[config.mk]
export PLATFORM = sky130hd
export DESIGN_NAME = assembly_token_lexer_core
export DESIGN_NICKNAME = d
export VERILOG_FILES = /design/src/hdl/atl_pkg.sv /design/src/hdl/atl_char_class.sv /design/src/hdl/atl_word_state.sv /design/src/hdl/assembly_token_lexer_core.sv
export VERILOG_INCLUDE_DIRS = /design/src /design/src/hdl
export SDC_FILE = /design/constraint.sdc
export NUM_CORES = 1
export LEC_CHECK = 0
export ABC_AREA = 0
export BUFFER_PORTS_ARGS = -buffer_cell sky130_fd_sc_hd__buf_2
export CAP_MARGIN = 20
export CORE_ASPECT_RATIO = 1.5
export CORE_MARGIN = 4
export CORE_UTILIZATION = 44
export DETAILED_ROUTE_END_ITERATION = 12
export GPL_TIMING_DRIVEN = 0
export PLACE_DENSITY = 0.65
export SLEW_MARGIN = 20
export SYNTH_ARGS = -nofsm -noshare
export SYNTH_HDL_FRONTEND = slang
export SYNTH_SLANG_ARGS = --single-unit
export TNS_END_PERCENT = 30
[constraint.sdc]
create_clock -name clk_i -period 3.32 [get_ports clk_i]
set_clock_uncertainty 0.2 [all_clocks]
set_input_delay 0.664 -clock clk_i [delete_from_list [all_inputs] [get_ports clk_i]]
set_output_delay 0.664 -clock clk_i [all_outputs]
set_load 0.02 [all_outputs]
[src/hdl/assembly_token_lexer_core_macros.svh]
// assertion macros for the assembly token lexer
// expects clk_i and rst_ni in the scope of each use
`ifndef ASSEMBLY_TOKEN_LEXER_CORE_MACROS_SVH
`define ASSEMBLY_TOKEN_LEXER_CORE_MACROS_SVH

// same-cycle implication
`define ATL_ASSERT_NOW(lbl, ante, cons) \
  lbl: assert property (@(posedge clk_i) disable iff (!rst_ni) (ante) |-> (cons)) \
    else $error("lexer check failed");

// next-cycle implication
`define ATL_ASSERT_NEXT(lbl, ante, cons) \
  lbl: assert property (@(posedge clk_i) disable iff (!rst_ni) (ante) |=> (cons)) \
    else $error("lexer check failed");

`endif

[src/hdl/atl_pkg.sv]
// shared types and constants of the assembly token lexer
// no dependencies
`default_nettype none

package atl_pkg;

  localparam logic [7:0] CharHash   = 8'h23;
  localparam logic [7:0] CharDollar = 8'h24;
  localparam logic [7:0] CharPct    = 8'h25;
  localparam logic [7:0] CharColon  = 8'h3a;
  localparam logic [7:0] CharZero   = 8'h30;
  localparam logic [7:0] CharFour   = 8'h34;
  localparam logic [7:0] CharUpperR = 8'h52;
  localparam logic [7:0] CaseOffset = 8'd32;

  typedef enum logic [1:0] {
    BASE_DEC = 2'd0,
    BASE_HEX = 2'd1,
    BASE_BIN = 2'd2,
    BASE_ALT = 2'd3
  } base_e;

  typedef enum logic [1:0] {
    KIND_WORD   = 2'd0,
    KIND_NUMBER = 2'd1,
    KIND_REG    = 2'd2,
    KIND_RSVD   = 2'd3
  } kind_e;

  typedef enum logic [1:0] {
    ERR_NONE  = 2'd0,
    ERR_DIGIT = 2'd1,
    ERR_EMPTY = 2'd2,
    ERR_RSVD  = 2'd3
  } err_e;

  typedef struct packed {
    logic [7:0] char_in;
    logic       end_of_text;
  } in_req_t;

  typedef struct packed {
    logic [7:0] upper_char;
    logic       char_in_word;
    logic       word_end;
    logic [1:0] token_kind;
    logic [7:0] number_value;
    logic [2:0] register_index;
    logic [1:0] error_code;
  } out_req_t;

  typedef struct packed {
    logic [7:0] upper;
    logic       is_word;
    logic       is_digit;
    logic [3:0] digit;
  } char_info_t;

endpackage

`default_nettype wire

[src/hdl/atl_char_class.sv]
// character classifier: upper-casing, word characters and digit values
// depends on atl_pkg
`default_nettype none

module atl_char_class (
  input  wire logic [7:0]         char_i,
  output atl_pkg::char_info_t     info_o
);
  import atl_pkg::*;

  logic [7:0] upper;

  always_comb begin
    upper = char_i;
    if (char_i inside {[8'h61:8'h7a]}) begin
      upper = char_i - CaseOffset;
    end
  end

  always_comb begin
    info_o.upper    = upper;
    info_o.is_word  = (char_i inside {[8'h30:8'h39], [8'h41:8'h5a], [8'h61:8'h7a]}) ||
                      (char_i == CharColon) || (char_i == CharHash) ||
                      (char_i == CharDollar) || (char_i == CharPct);
    info_o.is_digit = 1'b0;
    info_o.digit    = 4'd0;
    if (upper inside {[8'h30:8'h39]}) begin
      info_o.is_digit = 1'b1;
      info_o.digit    = upper[3:0];
    end else if (upper inside {[8'h41:8'h46]}) begin
      info_o.is_digit = 1'b1;
      info_o.digit    = upper[3:0] + 4'd9;
    end
  end

endmodule

`default_nettype wire

[src/hdl/atl_word_state.sv]
// running word state, literal accumulation and token classing
// depends on atl_pkg
`default_nettype none

module atl_word_state (
  input  wire logic                clk_i,
  input  wire logic                rst_ni,
  input  wire logic                step_i,
  input  wire logic                eot_i,
  input  wire atl_pkg::char_info_t info_i,
  output atl_pkg::out_req_t        res_o
);
  import atl_pkg::*;

  logic       in_word_q, in_word_d;
  logic [1:0] pos_q, pos_d;
  logic [7:0] first_q, first_d;
  logic [7:0] second_q, second_d;
  base_e      base_q, base_d;
  logic [7:0] acc_q, acc_d;
  logic       err_q, err_d;

  logic       digit_ok;
  logic [7:0] acc_scaled;
  logic       take_digit;
  logic       open_word;
  logic       close_word;
  logic       has_digits;

  always_comb begin
    case (base_q)
      BASE_HEX: begin
        digit_ok   = info_i.is_digit;
        acc_scaled = {acc_q[3:0], 4'd0};
      end
      BASE_BIN: begin
        digit_ok   = info_i.is_digit && (info_i.digit <= 4'd1);
        acc_scaled = {acc_q[6:0], 1'b0};
      end
      default: begin
        digit_ok   = info_i.is_digit && (info_i.digit <= 4'd9);
        acc_scaled = {acc_q[4:0], 3'd0} + {acc_q[6:0], 1'b0};
      end
    endcase
  end

  always_comb begin
    in_word_d  = in_word_q;
    pos_d      = pos_q;
    first_d    = first_q;
    second_d   = second_q;
    base_d     = base_q;
    acc_d      = acc_q;
    err_d      = err_q;
    take_digit = 1'b0;
    if (info_i.is_word) begin
      if (!in_word_q) begin
        in_word_d = 1'b1;
        pos_d     = 2'd1;
        first_d   = info_i.upper;
        second_d  = 8'd0;
        base_d    = BASE_DEC;
        acc_d     = 8'd0;
        err_d     = 1'b0;
      end else begin
        if (pos_q == 2'd1) begin
          second_d = info_i.upper;
          if (first_q == CharHash) begin
            if (info_i.upper == CharDollar) begin
              base_d = BASE_HEX;
            end else if (info_i.upper == CharPct) begin
              base_d = BASE_BIN;
            end else begin
              take_digit = 1'b1;
            end
          end
        end else if (first_q == CharHash) begin
          take_digit = 1'b1;
        end
        if (pos_q != 2'd3) begin
          pos_d = pos_q + 2'd1;
        end
      end
    end
    if (take_digit) begin
      if (digit_ok) begin
        acc_d = acc_scaled + {4'd0, info_i.digit};
      end else begin
        err_d = 1'b1;
      end
    end
    open_word  = in_word_d;
    close_word = open_word && (!info_i.is_word || eot_i);
    if (close_word) begin
      in_word_d = 1'b0;
    end
  end

  always_comb begin
    has_digits = ((base_d == BASE_HEX) || (base_d == BASE_BIN)) ? (pos_d == 2'd3)
                                                                : (pos_d >= 2'd2);
    res_o                = '0;
    res_o.upper_char     = info_i.upper;
    res_o.char_in_word   = info_i.is_word;
    res_o.word_end       = close_word;
    if (close_word) begin
      if (first_d == CharHash) begin
        res_o.token_kind = KIND_NUMBER;
        if (err_d) begin
          res_o.error_code   = ERR_DIGIT;
          res_o.number_value = acc_d;
        end else if (!has_digits) begin
          res_o.error_code   = ERR_EMPTY;
        end else begin
          res_o.number_value = acc_d;
        end
      end else if ((first_d == CharUpperR) && (pos_d == 2'd2) &&
                   (second_d >= CharZero) && (second_d <= CharFour)) begin
        res_o.token_kind     = KIND_REG;
        res_o.register_index = second_d[2:0];
      end
    end
  end

  always_ff @(posedge clk_i or negedge rst_ni) begin
    if (!rst_ni) begin
      in_word_q <= 1'b0;
      pos_q     <= 2'd0;
      first_q   <= 8'd0;
      second_q  <= 8'd0;
      base_q    <= BASE_DEC;
      acc_q     <= 8'd0;
      err_q     <= 1'b0;
    end else if (step_i) begin
      in_word_q <= in_word_d;
      pos_q     <= pos_d;
      first_q   <= first_d;
      second_q  <= second_d;
      base_q    <= base_d;
      acc_q     <= acc_d;
      err_q     <= err_d;
    end
  end

endmodule

`default_nettype wire

[src/hdl/assembly_token_lexer_core.sv]
// top level of the assembly token lexer: input register, lexer logic, result register
// depends on atl_pkg, atl_char_class, atl_word_state and the assertion macro header
`default_nettype none

// Takes one source character per request and returns one result request per
// character. Throughput is one request per clock while the output is not held
// back: a character is captured in the input register at the accepting edge,
// classed and folded into the running word state, and its result is registered
// in the output register, raising out_valid_o, once that register is free or being read out.
// The input side keeps accepting while a result waits, as long as the output
// register frees up in that cycle.
module assembly_token_lexer_core (
  input  wire logic                clk_i,
  input  wire logic                rst_ni,
  input  wire logic                in_valid_i,
  output logic                     in_ready_o,
  input  wire atl_pkg::in_req_t    in_req_i,
  output logic                     out_valid_o,
  input  wire logic                out_ready_i,
  output atl_pkg::out_req_t        out_req_o
);
  import atl_pkg::*;

`include "assembly_token_lexer_core_macros.svh"

  in_req_t    in_q;
  logic       in_valid_q;
  out_req_t   res_q;
  logic       res_valid_q;
  logic       advance;
  char_info_t info;
  out_req_t   res;

  assign advance    = in_valid_q && (!res_valid_q || out_ready_i);
  assign in_ready_o = !in_valid_q || advance;

  atl_char_class u_class (
    .char_i (in_q.char_in),
    .info_o (info)
  );

  atl_word_state u_state (
    .clk_i  (clk_i),
    .rst_ni (rst_ni),
    .step_i (advance),
    .eot_i  (in_q.end_of_text),
    .info_i (info),
    .res_o  (res)
  );

  always_ff @(posedge clk_i or negedge rst_ni) begin
    if (!rst_ni) begin
      in_valid_q <= 1'b0;
    end else if (in_ready_o) begin
      in_valid_q <= in_valid_i;
    end
  end

  always_ff @(posedge clk_i) begin
    if (in_valid_i && in_ready_o) begin
      in_q <= in_req_i;
    end
  end

  always_ff @(posedge clk_i or negedge rst_ni) begin
    if (!rst_ni) begin
      res_valid_q <= 1'b0;
    end else if (advance) begin
      res_valid_q <= 1'b1;
    end else if (out_ready_i) begin
      res_valid_q <= 1'b0;
    end
  end

  always_ff @(posedge clk_i) begin
    if (advance) begin
      res_q <= res;
    end
  end

  assign out_valid_o = res_valid_q;
  assign out_req_o   = res_q;

  `ATL_ASSERT_NEXT(a_accept_lands, in_valid_i && in_ready_o, in_valid_q)
  `ATL_ASSERT_NOW(a_no_word_no_kind, out_valid_o && !out_req_o.word_end, out_req_o.token_kind == KIND_WORD && out_req_o.error_code == ERR_NONE)
  `ATL_ASSERT_NOW(a_value_only_number, out_valid_o && out_req_o.token_kind != KIND_NUMBER, out_req_o.number_value == 8'd0 && out_req_o.error_code == ERR_NONE)
  `ATL_ASSERT_NOW(a_reg_in_range, out_valid_o && out_req_o.token_kind == KIND_REG, out_req_o.register_index <= 3'd4)

endmodule

`default_nettype wire

# [Word-level counts from Yosys, hierarchy flattened]
# Index checks and enable logic that the tools add are counted.
[totals] ff_bits=66 in_bits=13 elab_cells=135 out_inout_bits=27
[classes] n_addsub=5 bitwise_logic=3 n_lt_le_gt_ge=15 n_eq_ne=17 reduce_logical=30 mux=45
[ops] cell="two-way mux 8 bit" n=12
[ops] cell="== test 8 x 6 -> 1 bit (second input constant)" n=8
[ops] cell="greater-or-equal comparator 8 x 6 -> 1 bit (second input constant)" n=3
[ops] cell="greater-or-equal comparator 8 x 7 -> 1 bit (second input constant)" n=3
[ops] cell="less-or-equal comparator 8 x 6 -> 1 bit (second input constant)" n=3
[ops] cell="less-or-equal comparator 8 x 7 -> 1 bit (second input constant)" n=3
[ops] cell="two-way mux 2 bit" n=11
[ops] cell="two-way mux 1 bit" n=18
[ops] cell="case mux 8 bit (2 select lines)" n=1
[ops] cell="logical AND 1 bit" n=13
[ops] cell="two-way mux 5 bit" n=2
[ops] cell="adder 8 x 4 -> 8 bit" n=1
[ops] cell="adder 8 bit" n=1
[ops] cell="== test 2 bit (second input constant)" n=4
[ops] cell="== test 8 x 7 -> 1 bit (second input constant)" n=1
[ops] cell="logical OR 1 bit" n=8
[ops] cell="subtractor 8 x 6 -> 8 bit (second input constant)" n=1
[ops] cell="== test 2 x 1 -> 1 bit (second input constant)" n=3
[ops] cell="OR reduction 3 bit" n=2
[ops] cell="adder 4 bit (second input constant)" n=1
[ops] cell="less-or-equal comparator 4 x 1 -> 1 bit (second input constant)" n=1
[ops] cell="less-or-equal comparator 4 bit (second input constant)" n=1
[ops] cell="zero test 1 bit" n=3
[ops] cell="NOT 1 bit" n=3
[ops] cell="8 further kinds" n=8

# [Depth between registers and ports, before layout]
[depth] word_depth=15 depth_mapped=16 mapped_depth_nobuf=14

# [By module]
# A second synthesis with hierarchy kept.
[hier_totals] hier_cells=350 area_unflattened_um2=3828.7
[by_module_without_submodules] mod="atl_word_state" n_inst=1 cells_per_inst=243 area_each_um2=2217.1 seq_area_each_um2=750.7
[by_module_without_submodules] mod="assembly_token_lexer_core" n_inst=1 cells_per_inst=42 area_each_um2=1124.8 seq_area_each_um2=1071.0
[by_module_without_submodules] mod="atl_char_class" n_inst=1 cells_per_inst=65 area_each_um2=486.7 seq_area_each_um2=0.0

# [Least setup slack after synthesis]
# No wires, ideal clock.
[synth_path] kind="register to register" startpoint="register in_q[2] (netlist name)" endpoint="register res_q (netlist bit out_req_o[11]) (data pin)" period_less_slack_ns=3.644 path_slack_ns=-0.324 stages_incl_launch_ff=17 t_arrival_ns=3.173 path_cell_list="edfxtp_1 buf_4 inv_1 ha_1 nor2_1 o21ai_0 and3_1 buf_1 a221oi_2 nor2_1 ha_1 a21o_1 a21oi_1 or2_2 or3_1 o2111ai_1 a221oi_2"
[synth_between] elab_chain_len=15 elab_cells_between_ends=72
[synth_lines] item="from (decl)" line_no="assembly_token_lexer_core.sv:26" text="in_req_t in_q;"
[synth_lines] item="from (signal assigned)" line_no="assembly_token_lexer_core.sv:61" text="in_q <= in_req_i;"
[synth_lines] item="parallel branches: the longest is 15 deep, another holds greater-or-equal comparator 8 x 7 -> 1 bit"
[synth_lines] item="to (signal assigned)" line_no="assembly_token_lexer_core.sv:77" text="res_q <= res;"
[synth_lines] item="to (decl)" line_no="assembly_token_lexer_core.sv:28" text="out_req_t res_q;"
# Parallel ways; which one is timed is not known.
# A chain may end at the register's enable or synchronous reset.

==> impl_results.md <==
- Status: finished, violations left
- Failing checks: negative setup slack
- IO Pins: 40
- Clk network pwr share: 32.6%
- Final instance area: 0.005647 mm^2
- Area leader, netlist: edfxtp_1
- PortBufs: 39
- Power Total: 2.643 mW
- Min Tclk post-route: 3696 ps
- Remaining Overflow, GRT: 0
- VDD IR max: 0.3774 mV
- TritonCTS clock tree: built
- Reg area: 0.001822 mm^2
- Post-placement cell area: 0.004832 mm^2
- CP Capture Type: flip-flop
- Multi-input logic area: 0.002644 mm^2
- Post-route setup slack: -376.2 ps
- Die width: 89.64 um
- Worst r2r src: in_q[2]
- Rel. slew slack: 38.73%
- WL/cell: 19.78 um
- Mapped Cells: 434
- Worst EP arrival: 3650 ps
- Clock transition at path regs: 60 ps
- Unique masters post-synth: 79
- Inserted Diodes: 0
- Mapped cell area: 0.004399 mm^2
- RSZ-0062 raised after global routing: true
- GR Util All Layers: 22.63%
- Reg2Reg Depth: 15
- Mapped Avg Cell Area: 10.14 um^2
- Setup CP Type: reg2reg
- Seq/Total Area, Yosys: 41.41%
- Vias in the first global route: 3803
- Post-synth top area share: 23.21%
- Clk_lat worst skew: 340 ps
- Final worst path period share: 111.3%
- Origin of the worst setup path: in_q[2]
- Initial core utilization: 45.15%
- Drt total wl: 12660 um
- FMAX: 270.5 MHz
- Critical R2R Capture: out_req_o[12]
- Area grow syn2layout: 28.36%
- Hold Vio Cnt, Final: 0
- Leak: 2.222 nW
- EDFF count, synth: 34
- CP Cell Sequence: buf_6 > clkinv_8 > ha_4 > nor4b_4 > o21bai_4 > a31oi_4 > inv_2 > nor2_1 > ha_2 > fa_2 > a21oi_4 > nor4_2 > xor2_1 > o211ai_1 > a221oi_2
- Max Root-Sink Buffers: 2
- Num rows: 44
- Post-route ant nets: 0
- Dpl hpwl: 8841 um
- Sw Pwr: 0.8601 mW
- First-pass GRT wire length: 19920 um
- Max cap viols: 0
- Top_reg_cell synth: edfxtp_1
- Logic pwr share: 26.7%
- Vias: 3881
- Final GP Congestion: 0.9344
- Die height: 130.5 um
- Dpl ws: -944.6 ps
- Critical Path Start Type: flip-flop
- R2R Setup Slk: -380 ps
- Nets: 551
- Hold Crit Class: in2async
- Async S/R FF share, synth: 48.48%
- Slew @ Worst Pin: 906.3 ps
- Flops & latches, synth: 66
- Power Density: 468.0 mW/mm^2
- Max-slew violations: 0
- Top cells by area, synth: edfxtp_1, dfrtp_1, ha_1
- # placed instances: 588
- Total die area: 0.01169 mm^2
- CP Max Fanout: 6
- Clock sink count: 66
- Synth cell count leaders: nand2_1, edfxtp_1, dfrtp_1
- Reg power frac: 40.7%
- Peak per-stage delay on the critical path: 380 ps
- CTS Buf Count: 9
- DR pass1 iterations: 5
- Req. time, crit path: 3280 ps
- Syn Nets: 465
- Largest net degree at the start of global routing: 33
- Core box area: 0.009744 mm^2
- Antenna violations before repair: 0
- Crit-path slowest cell: edfxtp_1
- DR vias/cell: 6.064
- Synthesis Warnings: 0
- H-tree Lvls: 3
- Most common cell in the netlist: nand2_1
- Root Buffer: clkbuf_16
- Layout cells sized above 1: 33.14%
- Layout Cells excl Fill: 640
- Remaining DRCs: 0
- Final setup vio count: 11
- Sw frac: 32.55%
- FILL cells: 831
- Int Pwr: 1.783 mW
- First DRT Iteration DRCs: 219
routing by layer:
| layer | share of wire, % | global-route usage (%) |
|---|---|---|
| met4 | 4.5 | 12.97 |
| met3 | 4.0 | 3.701 |
| met2 | 54 | 39.61 |
| met1 | 38 | 25.34 |
| met5 | 0 | 0 |
power groups by stage:
stage	Sequential [mW]	Combinational, mW	Clock (mW)
final	1.08	0.707	0.861
after global routing	1.09	0.767	0.912
after global placement	1.09	0.570	0
after floorplan	1.10	0.404	0
after CTS	1.07	0.626	0.883
after detailed placement	1.09	0.580	0
registers in the layout, summed over array words and instances (netlist names):
register	flops
in_q	9
in_valid_q	1
u_state.in_word_q	1
u_state.pos_q	2
u_state.second_q	8
out_req_o	25
u_state.err_q	1
u_state.acc_q	8
out_valid_o	1
u_state.base_q	2
u_state.first_q	8
how the worst max path moves through the flow:
stage,to,cells after the start
final,out_req_o[12],15
after global routing,out_req_o[12],15
after CTS,out_req_o[12],12
after detailed placement,out_req_o[12],14
after global placement,out_req_o[12],14
after floorplan,out_req_o[11],15
layout by cell type, fill, tap and decap left out, types with 8 or more instances in the layout:
| master | n |
|---|---|
| o21ai_0 | 20 |
| nor3_1 | 9 |
| clkbuf_16 | 9 |
| buf_4 | 35 |
| o211ai_1 | 18 |
| nand2_1 | 38 |
| a21oi_1 | 8 |
| inv_1 | 15 |
| a22o_1 | 14 |
| buf_2 | 42 |
| clkbuf_1 | 11 |
| buf_6 | 9 |
| nand2b_1 | 11 |
| edfxtp_1 | 34 |
| nor2_1 | 24 |
| dfrtp_1 | 32 |
| ha_1 | 11 |
| a221oi_2 | 8 |
area by class of cell:
| class | instances | share of cell area, % |
|---|---|---|
| multi-input combinational | 319 | 46.82 |
| clock buffer | 9 | 3.988 |
| tap | 115 | 2.548 |
| clock inverter | 7 | 0.7977 |
| buffer | 26 | 2.969 |
| sequential | 66 | 32.26 |
| inverter | 22 | 1.817 |
| timing repair buffer | 76 | 8.797 |
worst max-delay path: cells and delay by family, from the launching register on:
family | cells | cell delay [ps]
AND/OR/NAND/NOR | 3 | 660
buffers and inverters | 3 | 350
adder cells (fa/ha/maj) | 3 | 640
AO/OA/AOI/OAI | 5 | 940
flip-flops | 1 | 380
XOR/XNOR | 1 | 320
logic make-up after synthesis:
family,Yosys count,share of synthesized area (%)
muxes,14,3.413
DFF,66,41.41
xor gates and xnor gates,6,1.195
and+or+nand+nor,141,17.69
adders and majority gates,18,5.461
AOI/OAI and AO/OA,140,25.83
buffers and inverters,49,5.006
per-stage QoR:
stage / hold WS (ps) / util (%) / setup TNS (ps)
5_1_grt: 277.7 / 57.95 / -3207
3_5_place_dp: 286.7 / 49.59 / -10280
4_1_cts: 237.5 / 55.11 / -2134
3_3_place_gp: 264.4 / 49.59 / -8368
2_1_floorplan: 168.4 / - / -220.2
6_report: 224.1 / 57.95 / -1252
timing repair:
item,in CTS,in global routing
hold buffers,0,0
endpoints found under the setup margin,34,30
gates resized for setup,29,36
pin swaps,19,19
buffers inserted,20,17
No activity file was read; power rests on OpenSTA's default activity.
